--- config.mk ---
export PLATFORM = sky130hd
export DESIGN_NAME = mets_queue
export DESIGN_NICKNAME = d
export VERILOG_FILES = /design/src/rtl/core/mets_pkg.sv /design/src/rtl/core/mets_queue.sv
export SDC_FILE = /design/constraint.sdc
export NUM_CORES = 1
export LEC_CHECK = 0
export BUFFER_PORTS_ARGS = -buffer_cell sky130_fd_sc_hd__buf_2
export CAP_MARGIN = 10
export CORE_MARGIN = 3
export CORE_UTILIZATION = 49
export CTS_BUF_LIST = sky130_fd_sc_hd__clkbuf_8
export DETAILED_ROUTE_END_ITERATION = 8
export PLACE_DENSITY = 0.9
export SLEW_MARGIN = 20
export SYNTH_ARGS = -nofsm -noshare
export SYNTH_HDL_FRONTEND = slang
export SYNTH_SLANG_ARGS = --single-unit
--- constraint.sdc ---
create_clock -name clk -period 5.1 [get_ports clk]
set_input_delay 0 -clock clk [delete_from_list [all_inputs] [get_ports clk]]
set_output_delay 0 -clock clk [all_outputs]
set_load 0.03 [all_outputs]
--- src/rtl/core/mets_pkg.sv ---
// Shared types, constants and helpers for the Mandelbrot escape-time pixel engine.
// No dependencies; every other file in rtl/core refers to this package by scoped names.
package mets_pkg;

    localparam int Q_W         = 32;    // signed fixed-point word
    localparam int FRAC_BITS   = 28;    // fraction bits of the fixed-point word
    localparam int PROD_W      = 2 * Q_W;
    localparam int STEP_W      = Q_W + 1;
    localparam int COORD_W     = 12;
    localparam int DIM_CFG_W   = 13;
    localparam int LIMIT_W     = 16;
    localparam int INDEX_W     = 24;
    localparam int CFG_DATA_W  = 32;
    localparam int CFG_INDEX_W = 3;
    localparam int QUEUE_DEPTH = 2;

    localparam int MAX_DIM_DEFAULT = 4096;

    // register indexes on the configuration port
    localparam logic [CFG_INDEX_W-1:0] REG_VIEW_LEFT_RE    = 3'd0;
    localparam logic [CFG_INDEX_W-1:0] REG_VIEW_TOP_IM     = 3'd1;
    localparam logic [CFG_INDEX_W-1:0] REG_VIEW_RIGHT_RE   = 3'd2;
    localparam logic [CFG_INDEX_W-1:0] REG_VIEW_BOTTOM_IM  = 3'd3;
    localparam logic [CFG_INDEX_W-1:0] REG_IMAGE_WIDTH     = 3'd4;
    localparam logic [CFG_INDEX_W-1:0] REG_IMAGE_HEIGHT    = 3'd5;
    localparam logic [CFG_INDEX_W-1:0] REG_ITERATION_LIMIT = 3'd6;

    // reset values: view -2.0..1.0 by -1.0..1.0, 1024 x 768, 256 updates
    localparam logic signed [Q_W-1:0] RST_VIEW_LEFT_RE   = 32'shE000_0000;
    localparam logic signed [Q_W-1:0] RST_VIEW_TOP_IM    = 32'shF000_0000;
    localparam logic signed [Q_W-1:0] RST_VIEW_RIGHT_RE  = 32'sh1000_0000;
    localparam logic signed [Q_W-1:0] RST_VIEW_BOTTOM_IM = 32'sh1000_0000;
    localparam logic [DIM_CFG_W-1:0]  RST_IMAGE_WIDTH    = 13'd1024;
    localparam logic [DIM_CFG_W-1:0]  RST_IMAGE_HEIGHT   = 13'd768;
    localparam logic [LIMIT_W-1:0]    RST_ITER_LIMIT     = 16'd256;

    localparam logic signed [PROD_W-1:0] Q_MAX_WIDE = 64'sh0000_0000_7FFF_FFFF;
    localparam logic signed [PROD_W-1:0] Q_MIN_WIDE = 64'shFFFF_FFFF_8000_0000;
    localparam logic signed [PROD_W-1:0] FOUR_Q     = 64'sh4 << FRAC_BITS;

    typedef struct packed {
        logic signed [Q_W-1:0] left_re;
        logic signed [Q_W-1:0] top_im;
        logic signed [Q_W-1:0] right_re;
        logic signed [Q_W-1:0] bottom_im;
        logic [DIM_CFG_W-1:0]  width;
        logic [DIM_CFG_W-1:0]  height;
    } view_t;

    typedef struct packed {
        logic signed [Q_W-1:0] c_re;
        logic signed [Q_W-1:0] c_im;
        logic [INDEX_W-1:0]    index;
    } point_t;

    typedef enum logic [1:0] {
        F_IDLE,
        F_DIV,
        F_MUL,
        F_PUSH
    } front_state_t;

    typedef enum logic [1:0] {
        B_IDLE,
        B_MUL,
        B_UPD,
        B_DONE
    } back_state_t;

    function automatic logic signed [Q_W-1:0] sat_q(input logic signed [PROD_W-1:0] v);
        if (v > Q_MAX_WIDE)
            return Q_MAX_WIDE[Q_W-1:0];
        if (v < Q_MIN_WIDE)
            return Q_MIN_WIDE[Q_W-1:0];
        return v[Q_W-1:0];
    endfunction

endpackage

--- src/rtl/core/mets_queue.sv ---
// Short FIFO of mapped points between the front and back ends.
// Depends on mets_pkg for the entry type and depth.
module mets_queue (
    input  logic             clk,
    input  logic             rst_n,
    input  logic             push,
    input  mets_pkg::point_t push_data,
    input  logic             pop,
    output mets_pkg::point_t head,
    output logic             full,
    output logic             empty
);

    localparam int DEPTH = mets_pkg::QUEUE_DEPTH;
    localparam int PTR_W = (DEPTH > 1) ? $clog2(DEPTH) : 1;
    localparam int CNT_W = $clog2(DEPTH + 1);

    mets_pkg::point_t     entry_reg [DEPTH];
    logic [PTR_W-1:0]     wr_ptr_reg;
    logic [PTR_W-1:0]     rd_ptr_reg;
    logic [CNT_W-1:0]     count_reg;

    assign full  = (count_reg == CNT_W'(DEPTH));
    assign empty = (count_reg == '0);
    assign head  = entry_reg[rd_ptr_reg];

    always_ff @(posedge clk or negedge rst_n)
    begin
        if (!rst_n)
        begin
            wr_ptr_reg <= '0;
            rd_ptr_reg <= '0;
            count_reg  <= '0;
        end
        else
        begin
            if (push)
                wr_ptr_reg <= (wr_ptr_reg == PTR_W'(DEPTH - 1)) ? '0 : wr_ptr_reg + 1'b1;
            if (pop)
                rd_ptr_reg <= (rd_ptr_reg == PTR_W'(DEPTH - 1)) ? '0 : rd_ptr_reg + 1'b1;
            if (push && !pop)
                count_reg <= count_reg + 1'b1;
            else if (pop && !push)
                count_reg <= count_reg - 1'b1;
        end
    end

    always_ff @(posedge clk)
    begin
        if (push)
            entry_reg[wr_ptr_reg] <= push_data;
    end

    a_count_in_range: assert property (@(posedge clk) disable iff (!rst_n)
        count_reg <= CNT_W'(DEPTH))
        else $error("queue count beyond depth");

    a_no_pop_when_empty: assert property (@(posedge clk) disable iff (!rst_n)
        pop |-> !empty)
        else $error("queue popped while empty");

endmodule

==> metrics <==
Clk pwr share=approximately a fifth; Flop pwr share=43.9%; WL per Instance=about 18 um; leading cell type in the layout, fill and taps excluded=buf_2; endpoints failing setup=0; total power draw=about 4.8 mW; vias in the first global route=between 4000 and 5000; GR Util All Layers=a little under a fifth; Final period util=roughly half; Setup crit end kind=output pin; 1st-iter DRT viols=about 220; gr ovfl total=0; post-DR vias/cell=just under 5; Crit path required time=around 5000 ps; P&R area growth vs syn=37.2%; Net Sw Frac=36.2%; fin crit period=between 2000 and 3000 ps; top cell type's share of synthesized area=around four fifths; DR DRC count=0; RR Startpoint=wr_ptr_reg; nets=670; Worst-path clk slew=approximately 90 ps; Slew headroom=approximately half; diodes inserted=0; die area=~15000 um2; crit path kind=flip-flop to output pin; Post-DP HPWL=8100 um; sequential share of the synthesized area=between 80 and 90%; worst clock skew=around 10 ps; NetSw=around 1.7 mW; status=complete, no violations; final setup TNS=0 ps; Final Hold Viols=0; CTS H-tree depth=4; Slew Viols, Final=0; Core Region=between 10000 and 15000 um2; FILL cells=slightly below 800; Clock Root Buffer=clkbuf_8; Int Power=slightly above 3 mW; origin of the worst min-delay path=push_data[11]; most frequent cells in the layout=buf_2, edfxtp_1, dlygate4sd3_1; clock tree buffer depth=2; #FFs+latches synth=between 150 and 200; Crit Path Max Fanout=51; Row Count=between 40 and 50; pwr/cell area=530 nW/um2; gpl congestion=0.678; postcts setup bufs=0; post-synth top area cell=edfxtp_1; DR vias=approximately 3700; synthesis warning total=0; unrepaired setup endpoints after global routing=false; worst hold-check path type=primary input to flip-flop; clk sink count=180; I/O pins=between 150 and 200; largest net degree at the start of global routing=89; final worst setup slack=around 2600 ps; Die Width=about 120 um; drt first pass iters=4; crit path cell chain=buf_4 -> mux2_2 -> buf_2; I/O Buffers=around 180; main area contributors after synthesis=edfxtp_1, mux2_2, mux2_4; CP peak stage delay=roughly 780 ps; TritonCTS Buffers=17; worst-margin pin slew=754 ps; Clk Latency, worst-skew pair=450 ps; Netlist Area Pre-Place=around 6600 um2; DRT antenna net count=0; CTS tree=done; initial antenna violation count=0; first-pass GRT wire length=roughly 20000 um; Lkg Pwr=approximately 3.5 nW; Mapped Avg Cell Area=about 23 um2; Syn Nets=383; Gate power share=between 30% and 40%; Startpoint Class=flip-flop; Cell variety after synth=13; Setup WS pre-CTS=just over 3000 ps; Die Y=~120 um; CP Launch Point=rd_ptr_reg; Initial Utilization=between 50% and 60%; critical-path cell with the highest stage delay=dfrtp_4; worst path arrival time=approximately 2600 ps; layout cell share with drive strength beyond 1=about half; FMAX=around 390 MHz; MaxCap Viol Count=0; Gate Count Post-Synth=290; maximum VDD drop=approximately 0.34 mV; max FFs per register=between 150 and 200; final wirelength=about 13000 um
==> power groups by stage <==
stage	Sequential (mW)	Combinational, mW	Clock, mW
2_1_floorplan	2.07	1.33	0
3_3_place_gp	2.11	1.66	0
3_5_place_dp	2.13	1.71	0
4_1_cts	2.10	1.77	0.923
5_1_grt	2.13	1.87	0.991
6_report	2.10	1.77	0.906
==> path summary, 6_finish.rpt <==
path,to,slack (ps),cells past startpoint
setup / recovery,head[26],2550,3
min in group asynchronous,rd_ptr_reg,450,3
hold reg to reg,count_reg[1],510,1
hold / removal,entry_reg[1][11],270,2
setup reg to reg,entry_reg[0][60],3080,3
max in group asynchronous,rd_ptr_reg,4460,3
==> synth_stat cells <==
cell type / count
edfxtp_1: 176
inv_1: 1
mux2_2: 78
ha_1: 1
and2_1: 1
buf_6: 3
xnor2_1: 1
xor2_1: 4
nor2b_1: 2
mux2_4: 10
buf_2: 7
dfrtp_1: 4
nor2_1: 2
==> metrics by stage <==
step	hold WS, ps	cells	util (%)	area, um2
2_1_floorplan	-296	290	-	6570
3_3_place_gp	-197	636	59.5	7660
3_5_place_dp	-190	637	59.7	7680
4_1_cts	235	761	69.8	8980
5_1_grt	239	762	70.0	9010
6_report	274	762	70.0	9010
==> area by class of cell <==
cell class / count / area [um2] / area share [%]
Inverter: 1 / 3.75 / 0.0417
Clock buffer: 17 / 234 / 2.60
Tap cell: 172 / 215 / 2.39
Sequential cell: 180 / 5390 / 59.8
Clock inverter: 15 / 144 / 1.60
Timing Repair Buffer: 278 / 1900 / 21.1
Multi-Input combinational cell: 99 / 1120 / 12.4
==> worst max-delay path, delay by kind of cell (launching register included) <==
| kind | cells | cell delay, ps |
|---|---|---|
| flip-flops | 1 | 780 |
| multiplexers | 1 | 420 |
| buffers and inverters | 2 | 850 |
==> cell families after synthesis <==
group,after synthesis,synth area share [%]
muxes,88,15.7
and+or+nand+nor,5,0.400
DFF,180,82.0
buffers and inverters,11,1.10
adders and majority gates,1,0.190
xor gates and xnor gates,5,0.667
==> routing by layer <==
| layer | up-vias | wire length [um] | GRT usage [%] |
|---|---|---|---|
| li1 | 1720 | - | - |
| met1 | 1823 | 4970 | 19.6 |
| met2 | 133 | 7250 | 33.1 |
| met3 | 26 | 852 | 5.85 |
| met4 | 0 | 277 | 7.49 |
| met5 | - | 0 | 0 |
==> repair_timing <==
item | 4_1_cts | 5_1_grt
gates resized for setup | 0 | 0
hold endpoints to repair | 183 | 0
endpoints found under the setup margin | 0 | 0
hold buffers | 92 | 0
Power figures use the tool's default switching activity.
