==> src/rtl/core/mets_pkg.sv <==
// Shared types, constants and helpers for the Mandelbrot escape-time pixel engine.
// No dependencies; every other file in rtl/core refers to this package by scoped names.
package mets_pkg;

    localparam int Q_W         = 32;    // signed fixed-point word
    localparam int FRAC_BITS   = 28;    // fraction bits of the fixed-point word
    localparam int PROD_W      = 2 * Q_W;
    localparam int STEP_W      = Q_W + 1;
    localparam int COORD_W     = 12;
    localparam int DIM_CFG_W   = 13;
    localparam int LIMIT_W     = 16;
    localparam int INDEX_W     = 24;
    localparam int CFG_DATA_W  = 32;
    localparam int CFG_INDEX_W = 3;
    localparam int QUEUE_DEPTH = 2;

    localparam int MAX_DIM_DEFAULT = 4096;

    // register indexes on the configuration port
    localparam logic [CFG_INDEX_W-1:0] REG_VIEW_LEFT_RE    = 3'd0;
    localparam logic [CFG_INDEX_W-1:0] REG_VIEW_TOP_IM     = 3'd1;
    localparam logic [CFG_INDEX_W-1:0] REG_VIEW_RIGHT_RE   = 3'd2;
    localparam logic [CFG_INDEX_W-1:0] REG_VIEW_BOTTOM_IM  = 3'd3;
    localparam logic [CFG_INDEX_W-1:0] REG_IMAGE_WIDTH     = 3'd4;
    localparam logic [CFG_INDEX_W-1:0] REG_IMAGE_HEIGHT    = 3'd5;
    localparam logic [CFG_INDEX_W-1:0] REG_ITERATION_LIMIT = 3'd6;

    // reset values: view -2.0..1.0 by -1.0..1.0, 1024 x 768, 256 updates
    localparam logic signed [Q_W-1:0] RST_VIEW_LEFT_RE   = 32'shE000_0000;
    localparam logic signed [Q_W-1:0] RST_VIEW_TOP_IM    = 32'shF000_0000;
    localparam logic signed [Q_W-1:0] RST_VIEW_RIGHT_RE  = 32'sh1000_0000;
    localparam logic signed [Q_W-1:0] RST_VIEW_BOTTOM_IM = 32'sh1000_0000;
    localparam logic [DIM_CFG_W-1:0]  RST_IMAGE_WIDTH    = 13'd1024;
    localparam logic [DIM_CFG_W-1:0]  RST_IMAGE_HEIGHT   = 13'd768;
    localparam logic [LIMIT_W-1:0]    RST_ITER_LIMIT     = 16'd256;

    localparam logic signed [PROD_W-1:0] Q_MAX_WIDE = 64'sh0000_0000_7FFF_FFFF;
    localparam logic signed [PROD_W-1:0] Q_MIN_WIDE = 64'shFFFF_FFFF_8000_0000;
    localparam logic signed [PROD_W-1:0] FOUR_Q     = 64'sh4 << FRAC_BITS;

    typedef struct packed {
        logic signed [Q_W-1:0] left_re;
        logic signed [Q_W-1:0] top_im;
        logic signed [Q_W-1:0] right_re;
        logic signed [Q_W-1:0] bottom_im;
        logic [DIM_CFG_W-1:0]  width;
        logic [DIM_CFG_W-1:0]  height;
    } view_t;

    typedef struct packed {
        logic signed [Q_W-1:0] c_re;
        logic signed [Q_W-1:0] c_im;
        logic [INDEX_W-1:0]    index;
    } point_t;

    typedef enum logic [1:0] {
        F_IDLE,
        F_DIV,
        F_MUL,
        F_PUSH
    } front_state_t;

    typedef enum logic [1:0] {
        B_IDLE,
        B_MUL,
        B_UPD,
        B_DONE
    } back_state_t;

    function automatic logic signed [Q_W-1:0] sat_q(input logic signed [PROD_W-1:0] v);
        if (v > Q_MAX_WIDE)
            return Q_MAX_WIDE[Q_W-1:0];
        if (v < Q_MIN_WIDE)
            return Q_MIN_WIDE[Q_W-1:0];
        return v[Q_W-1:0];
    endfunction

endpackage

==> src/rtl/core/mets_divider.sv <==
// Restoring divider, one quotient bit per cycle, truncating toward zero.
// Depends on mets_pkg for the word width.
module mets_divider #(
    parameter int DIVISOR_W = 13
) (
    input  logic                            clk,
    input  logic                            rst_n,
    input  logic                            start,
    input  logic [mets_pkg::Q_W-1:0]        dividend,
    input  logic [DIVISOR_W-1:0]            divisor,
    input  logic                            negate,
    output logic                            done,
    output logic signed [mets_pkg::STEP_W-1:0] quotient
);

    localparam int CNT_W = $clog2(mets_pkg::Q_W);

    logic                       busy_reg;
    logic                       done_reg;
    logic [CNT_W-1:0]           cnt_reg;
    logic [DIVISOR_W-1:0]       rem_reg;
    logic [DIVISOR_W-1:0]       rem_next;
    logic [mets_pkg::Q_W-1:0]   quo_reg;
    logic [DIVISOR_W-1:0]       divisor_reg;
    logic                       negate_reg;
    logic [DIVISOR_W:0]         trial;
    logic [DIVISOR_W:0]         trial_diff;
    logic                       q_bit;

    always_comb
    begin
        trial      = {rem_reg, quo_reg[mets_pkg::Q_W-1]};
        trial_diff = trial - {1'b0, divisor_reg};
        q_bit      = (trial >= {1'b0, divisor_reg});
        rem_next   = q_bit ? trial_diff[DIVISOR_W-1:0] : trial[DIVISOR_W-1:0];
    end

    always_ff @(posedge clk or negedge rst_n)
    begin
        if (!rst_n)
        begin
            busy_reg <= 1'b0;
            done_reg <= 1'b0;
            cnt_reg  <= '0;
        end
        else if (start)
        begin
            busy_reg <= 1'b1;
            done_reg <= 1'b0;
            cnt_reg  <= '0;
        end
        else if (busy_reg)
        begin
            cnt_reg <= cnt_reg + 1'b1;
            if (cnt_reg == CNT_W'(mets_pkg::Q_W - 1))
            begin
                busy_reg <= 1'b0;
                done_reg <= 1'b1;
            end
        end
        else
        begin
            done_reg <= 1'b0;
        end
    end

    always_ff @(posedge clk)
    begin
        if (start)
        begin
            rem_reg     <= '0;
            quo_reg     <= dividend;
            divisor_reg <= divisor;
            negate_reg  <= negate;
        end
        else if (busy_reg)
        begin
            rem_reg <= rem_next;
            quo_reg <= {quo_reg[mets_pkg::Q_W-2:0], q_bit};
        end
    end

    assign done     = done_reg;
    assign quotient = negate_reg ? -$signed({1'b0, quo_reg}) : $signed({1'b0, quo_reg});

endmodule

==> src/rtl/core/mets_front.sv <==
// Front end: takes a pixel request, divides the view span into steps and maps
// the pixel to its point c and linear index. Uses mets_pkg and mets_divider.
module mets_front #(
    parameter int MAX_DIM = mets_pkg::MAX_DIM_DEFAULT
) (
    input  logic                              clk,
    input  logic                              rst_n,
    input  logic                              pixel_valid,
    output logic                              pixel_stall,
    input  logic [mets_pkg::COORD_W-1:0]      pixel_col,
    input  logic [mets_pkg::COORD_W-1:0]      pixel_row,
    input  mets_pkg::view_t                   view,
    input  logic                              queue_full,
    output logic                              push,
    output mets_pkg::point_t                  point
);

    localparam int DIM_W  = $clog2(MAX_DIM + 1);
    localparam int IPROD_W = mets_pkg::COORD_W + DIM_W;
    localparam int ISUM_W = (IPROD_W + 1 > mets_pkg::INDEX_W) ? IPROD_W + 1
                                                              : mets_pkg::INDEX_W;
    localparam int CPROD_W = mets_pkg::COORD_W + 1 + mets_pkg::STEP_W;

    mets_pkg::front_state_t state_reg;
    mets_pkg::front_state_t state_next;

    logic [mets_pkg::COORD_W-1:0]        col_reg;
    logic [mets_pkg::COORD_W-1:0]        row_reg;
    logic [DIM_W-1:0]                    eff_w;
    logic [DIM_W-1:0]                    eff_h;
    logic signed [mets_pkg::Q_W:0]       diff_re;
    logic signed [mets_pkg::Q_W:0]       diff_im;
    logic [mets_pkg::Q_W:0]              neg_re;
    logic [mets_pkg::Q_W:0]              neg_im;
    logic [mets_pkg::Q_W-1:0]            mag_re;
    logic [mets_pkg::Q_W-1:0]            mag_im;
    logic                                accept;
    logic                                done_re;
    logic                                done_im;
    logic signed [mets_pkg::STEP_W-1:0]  step_re;
    logic signed [mets_pkg::STEP_W-1:0]  step_im;
    logic signed [CPROD_W-1:0]           prod_re_reg;
    logic signed [CPROD_W-1:0]           prod_im_reg;
    logic [IPROD_W-1:0]                  idx_prod_reg;
    logic [ISUM_W-1:0]                   idx_sum;

    // zero counts as one, anything above MAX_DIM clamps to it
    always_comb
    begin
        if (view.width == '0)
            eff_w = DIM_W'(1);
        else if (32'(view.width) > 32'(MAX_DIM))
            eff_w = DIM_W'(MAX_DIM);
        else
            eff_w = DIM_W'(view.width);

        if (view.height == '0)
            eff_h = DIM_W'(1);
        else if (32'(view.height) > 32'(MAX_DIM))
            eff_h = DIM_W'(MAX_DIM);
        else
            eff_h = DIM_W'(view.height);
    end

    // span magnitude fits 32 bits: at most 2^32 - 1
    always_comb
    begin
        diff_re = (mets_pkg::Q_W + 1)'(view.right_re) - (mets_pkg::Q_W + 1)'(view.left_re);
        diff_im = (mets_pkg::Q_W + 1)'(view.bottom_im) - (mets_pkg::Q_W + 1)'(view.top_im);
        neg_re  = -diff_re;
        neg_im  = -diff_im;
        mag_re  = diff_re[mets_pkg::Q_W] ? neg_re[mets_pkg::Q_W-1:0] : diff_re[mets_pkg::Q_W-1:0];
        mag_im  = diff_im[mets_pkg::Q_W] ? neg_im[mets_pkg::Q_W-1:0] : diff_im[mets_pkg::Q_W-1:0];
    end

    assign accept = pixel_valid && !pixel_stall;

    mets_divider #(
        .DIVISOR_W(DIM_W)
    ) u_div_re (
        .clk      (clk),
        .rst_n    (rst_n),
        .start    (accept),
        .dividend (mag_re),
        .divisor  (eff_w),
        .negate   (diff_re[mets_pkg::Q_W]),
        .done     (done_re),
        .quotient (step_re)
    );

    mets_divider #(
        .DIVISOR_W(DIM_W)
    ) u_div_im (
        .clk      (clk),
        .rst_n    (rst_n),
        .start    (accept),
        .dividend (mag_im),
        .divisor  (eff_h),
        .negate   (diff_im[mets_pkg::Q_W]),
        .done     (done_im),
        .quotient (step_im)
    );

    always_ff @(posedge clk or negedge rst_n)
    begin
        if (!rst_n)
            state_reg <= mets_pkg::F_IDLE;
        else
            state_reg <= state_next;
    end

    always_comb
    begin
        state_next  = state_reg;
        pixel_stall = 1'b1;
        push        = 1'b0;
        unique case (state_reg)
            mets_pkg::F_IDLE:
            begin
                pixel_stall = 1'b0;
                if (pixel_valid)
                    state_next = mets_pkg::F_DIV;
            end
            mets_pkg::F_DIV:
            begin
                // both dividers run in lockstep
                if (done_re && done_im)
                    state_next = mets_pkg::F_MUL;
            end
            mets_pkg::F_MUL:
            begin
                state_next = mets_pkg::F_PUSH;
            end
            mets_pkg::F_PUSH:
            begin
                if (!queue_full)
                begin
                    push       = 1'b1;
                    state_next = mets_pkg::F_IDLE;
                end
            end
            default:
            begin
                state_next = mets_pkg::F_IDLE;
            end
        endcase
    end

    always_ff @(posedge clk)
    begin
        if (accept)
        begin
            col_reg <= pixel_col;
            row_reg <= pixel_row;
        end
        if (state_reg == mets_pkg::F_MUL)
        begin
            prod_re_reg  <= $signed({1'b0, col_reg}) * step_re;
            prod_im_reg  <= $signed({1'b0, row_reg}) * step_im;
            idx_prod_reg <= row_reg * eff_w;
        end
    end

    assign idx_sum = ISUM_W'(idx_prod_reg) + ISUM_W'(col_reg);

    always_comb
    begin
        point.c_re  = mets_pkg::sat_q(mets_pkg::PROD_W'(prod_re_reg)
                                      + mets_pkg::PROD_W'(view.left_re));
        point.c_im  = mets_pkg::sat_q(mets_pkg::PROD_W'(prod_im_reg)
                                      + mets_pkg::PROD_W'(view.top_im));
        point.index = idx_sum[mets_pkg::INDEX_W-1:0];
    end

    a_accept_starts_divide: assert property (@(posedge clk) disable iff (!rst_n)
        accept |=> (state_reg == mets_pkg::F_DIV))
        else $error("front did not enter divide after accepting a pixel");

    a_push_only_when_room: assert property (@(posedge clk) disable iff (!rst_n)
        push |-> !queue_full)
        else $error("front pushed into a full queue");

endmodule

==> config.mk <==
export PLATFORM = sky130hd
export DESIGN_NAME = mets_front
export DESIGN_NICKNAME = d
export VERILOG_FILES = /design/src/rtl/core/mets_pkg.sv /design/src/rtl/core/mets_divider.sv /design/src/rtl/core/mets_front.sv
export SDC_FILE = /design/constraint.sdc
export NUM_CORES = 2
export LEC_CHECK = 0
export BUFFER_PORTS_ARGS = -buffer_cell sky130_fd_sc_hd__buf_2
export CAP_MARGIN = 0
export CORE_ASPECT_RATIO = 0.6
export CORE_MARGIN = 1.5
export CORE_UTILIZATION = 45
export DETAILED_ROUTE_END_ITERATION = 8
export GPL_TIMING_DRIVEN = 1
export PLACE_DENSITY = 0.68
export SLEW_MARGIN = 0
export SYNTH_ARGS = -nofsm -noshare
export SYNTH_HDL_FRONTEND = slang
export SYNTH_SLANG_ARGS = --single-unit
==> constraint.sdc <==
create_clock -name clk -period 15.3 [get_ports clk]
set_input_delay 1.53 -clock clk [delete_from_list [all_inputs] [get_ports clk]]
set_output_delay 1.53 -clock clk [all_outputs]
set_load 0.1 [all_outputs]
==> metrics.yaml <==
h_tree_depth: 1
setup_fix_buffers_added_after_clock_tree_synthesis: 0
route.vias.total: 44400
std_cell_rows: 99
hold_path_class: "reg -> reg"
number_of_buffers_created_by_cts: 31
fin_tns_setup_ns: 0
synth-async-reset-ratio_pct: 5.84
synth-edff-count: 232
tritoncts: "yes"
clk_root_buffer_cell: "sky130_fd_sc_hd__clkbuf_16"
holdBufCountCts: 0
drive_gt1_share_pct: 7.33
postSynthAreaPerCell_um2: 8.60
grt.overflow.total: 0
netlist-cell-type-count: 85
hold-path-cell-count: 2
antenna_found_initial: 8
synth_area_leaders: "sky130_fd_sc_hd__fa_1 (29%), sky130_fd_sc_hd__edfxtp_1 (13%), sky130_fd_sc_hd__ha_1 (11%)"
syn-num-nets: 7913
route.detailed.wl_per_inst_um: 18.6
drv_cap: 0
cp_common_cell: "sky130_fd_sc_hd__fa_1"
worstSkewPairLatency_ns: 0.66
grt_use_total_pct: 24.4
total_area_of_multi_input_combinational_cells_um2: 41900
cp_slowest_stage_delay_ns: 0.59
rsz0062_at_grt: "no"
report.final.slew_viol_count: 0
met2WireLength_um: 59100
nFillCells: 11600
synth_seq_area_share_pct: 14.2
die_x_um: 456
core_area_um2: 122000
synthesis.yosys.warnings: 0
min_period_over_period_pct: 65.8
clock_tree.buffer_depth: 3
final_net_count: 8039
grt_pass1_vias: 44500
initial_utilization_pct: 45.5
synth_flop_cell: "sky130_fd_sc_hd__edfxtp_1"
dp.final_hpwl_um: 122000
post-route-min-period_ns: 10.07
grt_max_degree: 66
wl_met1_um: 76700
maxUsedRoutingLayer: "met5"
worst_slew_margin_rel_pct: 13.8
timing_worst_setup_path_type: "reg -> reg"
syn2layout_area_growth_pct: 7.78
die_area_um2: 125000
synth-seq-cells: 274
detail_route.iter0.violations: 3527
fin_hold_ws_ns: 0.508
critical_path_peak_fanout: 12
gp_congestion: 0.969
grt_pass1_wl_um: 245000
detailroute.wirelength.met3_um: 14800
synth_area_um2: 55500
post_synth_inst_count: 6450
detail_route.vias_per_cell: 5.40
detail_route.wirelength_um: 153000
critPathArrivalTime_ns: 10.43
min_from: "u_div_im.rem_reg[6]$_SDFFE_PP0P_"
critical_path.endpoint_type: "flop"
worst_slew_pin_slew_ns: 1.28
run_status: "complete, no violations"
final.setup.worst_slack_ns: 5.23
cpMaxStageDelayCell: "sky130_fd_sc_hd__or4_4"
r2r_cells: 32
die_height_um: 275
cts_resizes: 0
final_antenna_violating_net_count: 0
timing.fmax_mhz: 99.3
final-seq-area_um2: 7890
timing.clock.skew_ns: 0.0381
post-synth-top-area-fraction_pct: 29.3
top_level_ports: 272
dp_worst_setup_slack_ns: 5.37
worstSetupStartpointType: "flop"
drc: 0
synthDominantAreaCellType: "sky130_fd_sc_hd__fa_1"
timing.critical_path.from: "u_div_re.quo_reg[4]$_DFFE_PP_"
clk_pin_slew_ns: 0.06
hold_violations: 0
cts_sinks: 274
port_buffers: 271
critPathRequiredTime_ns: 15.67
drt_first_pass_iters: 6
r2r_start: "u_div_re.quo_reg[4]$_DFFE_PP_"
final-setup-viol-count: 0
## path summary, 6_finish.rpt
check	to	slack, ns
max in group asynchronous	u_div_re.cnt_reg[3]$_DFFE_PN0P_	14.10
hold / removal	u_div_im.rem_reg[6]$_SDFFE_PP0P_	0.51
min in group asynchronous	u_div_im.busy_reg$_DFF_PN0_	0.86
setup / recovery	prod_re_reg[45]$_DFFE_PP_	5.23
hold reg to reg	u_div_im.rem_reg[6]$_SDFFE_PP0P_	0.51
setup reg to reg	prod_re_reg[45]$_DFFE_PP_	5.23
## metal layers
layer  GRT usage, %  vias up
met4           3.38        8
met3           5.49      121
li1               -    20700
met2           33.5     1752
met5              0        -
met1           39.2    21800
## placed cells by master, fill, tap and decap left out, drive strengths merged, types with 30 or more instances in the layout
cell type	netlist	layout
inv	1251	1256
fa	812	812
nand2	788	788
ha	469	469
and2	422	422
buf	21	372
a21oi	291	291
xnor2	287	287
o21ai	274	274
nor2	259	259
edfxtp	232	232
a21o	159	159
xor2	118	118
nor2b	68	68
nor3	54	54
nand3	54	54
a211oi	47	47
o21bai	43	43
a31oi	38	38
o21a	36	36
nand4	33	33
clkbuf	258	33
nand2b	32	32
and3	32	32
o31ai	30	30
## worst max-delay path, delay by kind of cell (launching register included)
kind,cells,cell delay [ns]
AND/OR/NAND/NOR,11,3.15
adder cells (fa/ha/maj),6,2.93
AO/OA/AOI/OAI,9,2.52
XOR/XNOR,2,0.50
flip-flops,1,0.49
buffers and inverters,4,0.23
## cells by family after synthesis
kind of cell / after synthesis / synth area share, %
mux: 17 / 0.314
simple gates: 1854 / 16.2
fa+ha+maj: 1281 / 39.9
buf+inv: 1531 / 10.4
compound gates: 1088 / 12.5
flops: 274 / 14.2
xor+xnor: 405 / 6.40
## area by class of cell
cell class | instances | area share [%]
Antenna cell | 2 | 0.00837
Clock buffer | 33 | 1.31
Clock inverter | 24 | 0.659
Inverter | 1252 | 7.87
Multi-Input combinational cell | 4645 | 70.0
Sequential cell | 274 | 13.2
Tap cell | 1616 | 3.38
Timing Repair Buffer | 372 | 3.54
## Yosys cell counts, drive strengths merged (33+ instances only)
| master | number |
|---|---|
| inv | 1251 |
| fa | 812 |
| nand2 | 788 |
| ha | 469 |
| and2 | 422 |
| a21oi | 291 |
| xnor2 | 287 |
| o21ai | 274 |
| nor2 | 259 |
| clkbuf | 258 |
| edfxtp | 232 |
| a21o | 159 |
| xor2 | 118 |
| nor2b | 68 |
| nand3 | 54 |
| nor3 | 54 |
| a211oi | 47 |
| o21bai | 43 |
| a31oi | 38 |
| o21a | 36 |
| nand4 | 33 |
## per-stage QoR
stage	util, %	std cells	area [um2]
2_1_floorplan	-	6450	55500
3_3_place_gp	48.1	8159	58600
3_5_place_dp	48.1	8159	58600
4_1_cts	49.0	8216	59800
5_1_grt	49.0	8217	59800
6_report	49.0	8218	59800
Power is left out: the tool's default activity adds up to more than one toggle a clock period on the data nets, which glitch-free logic cannot reach.
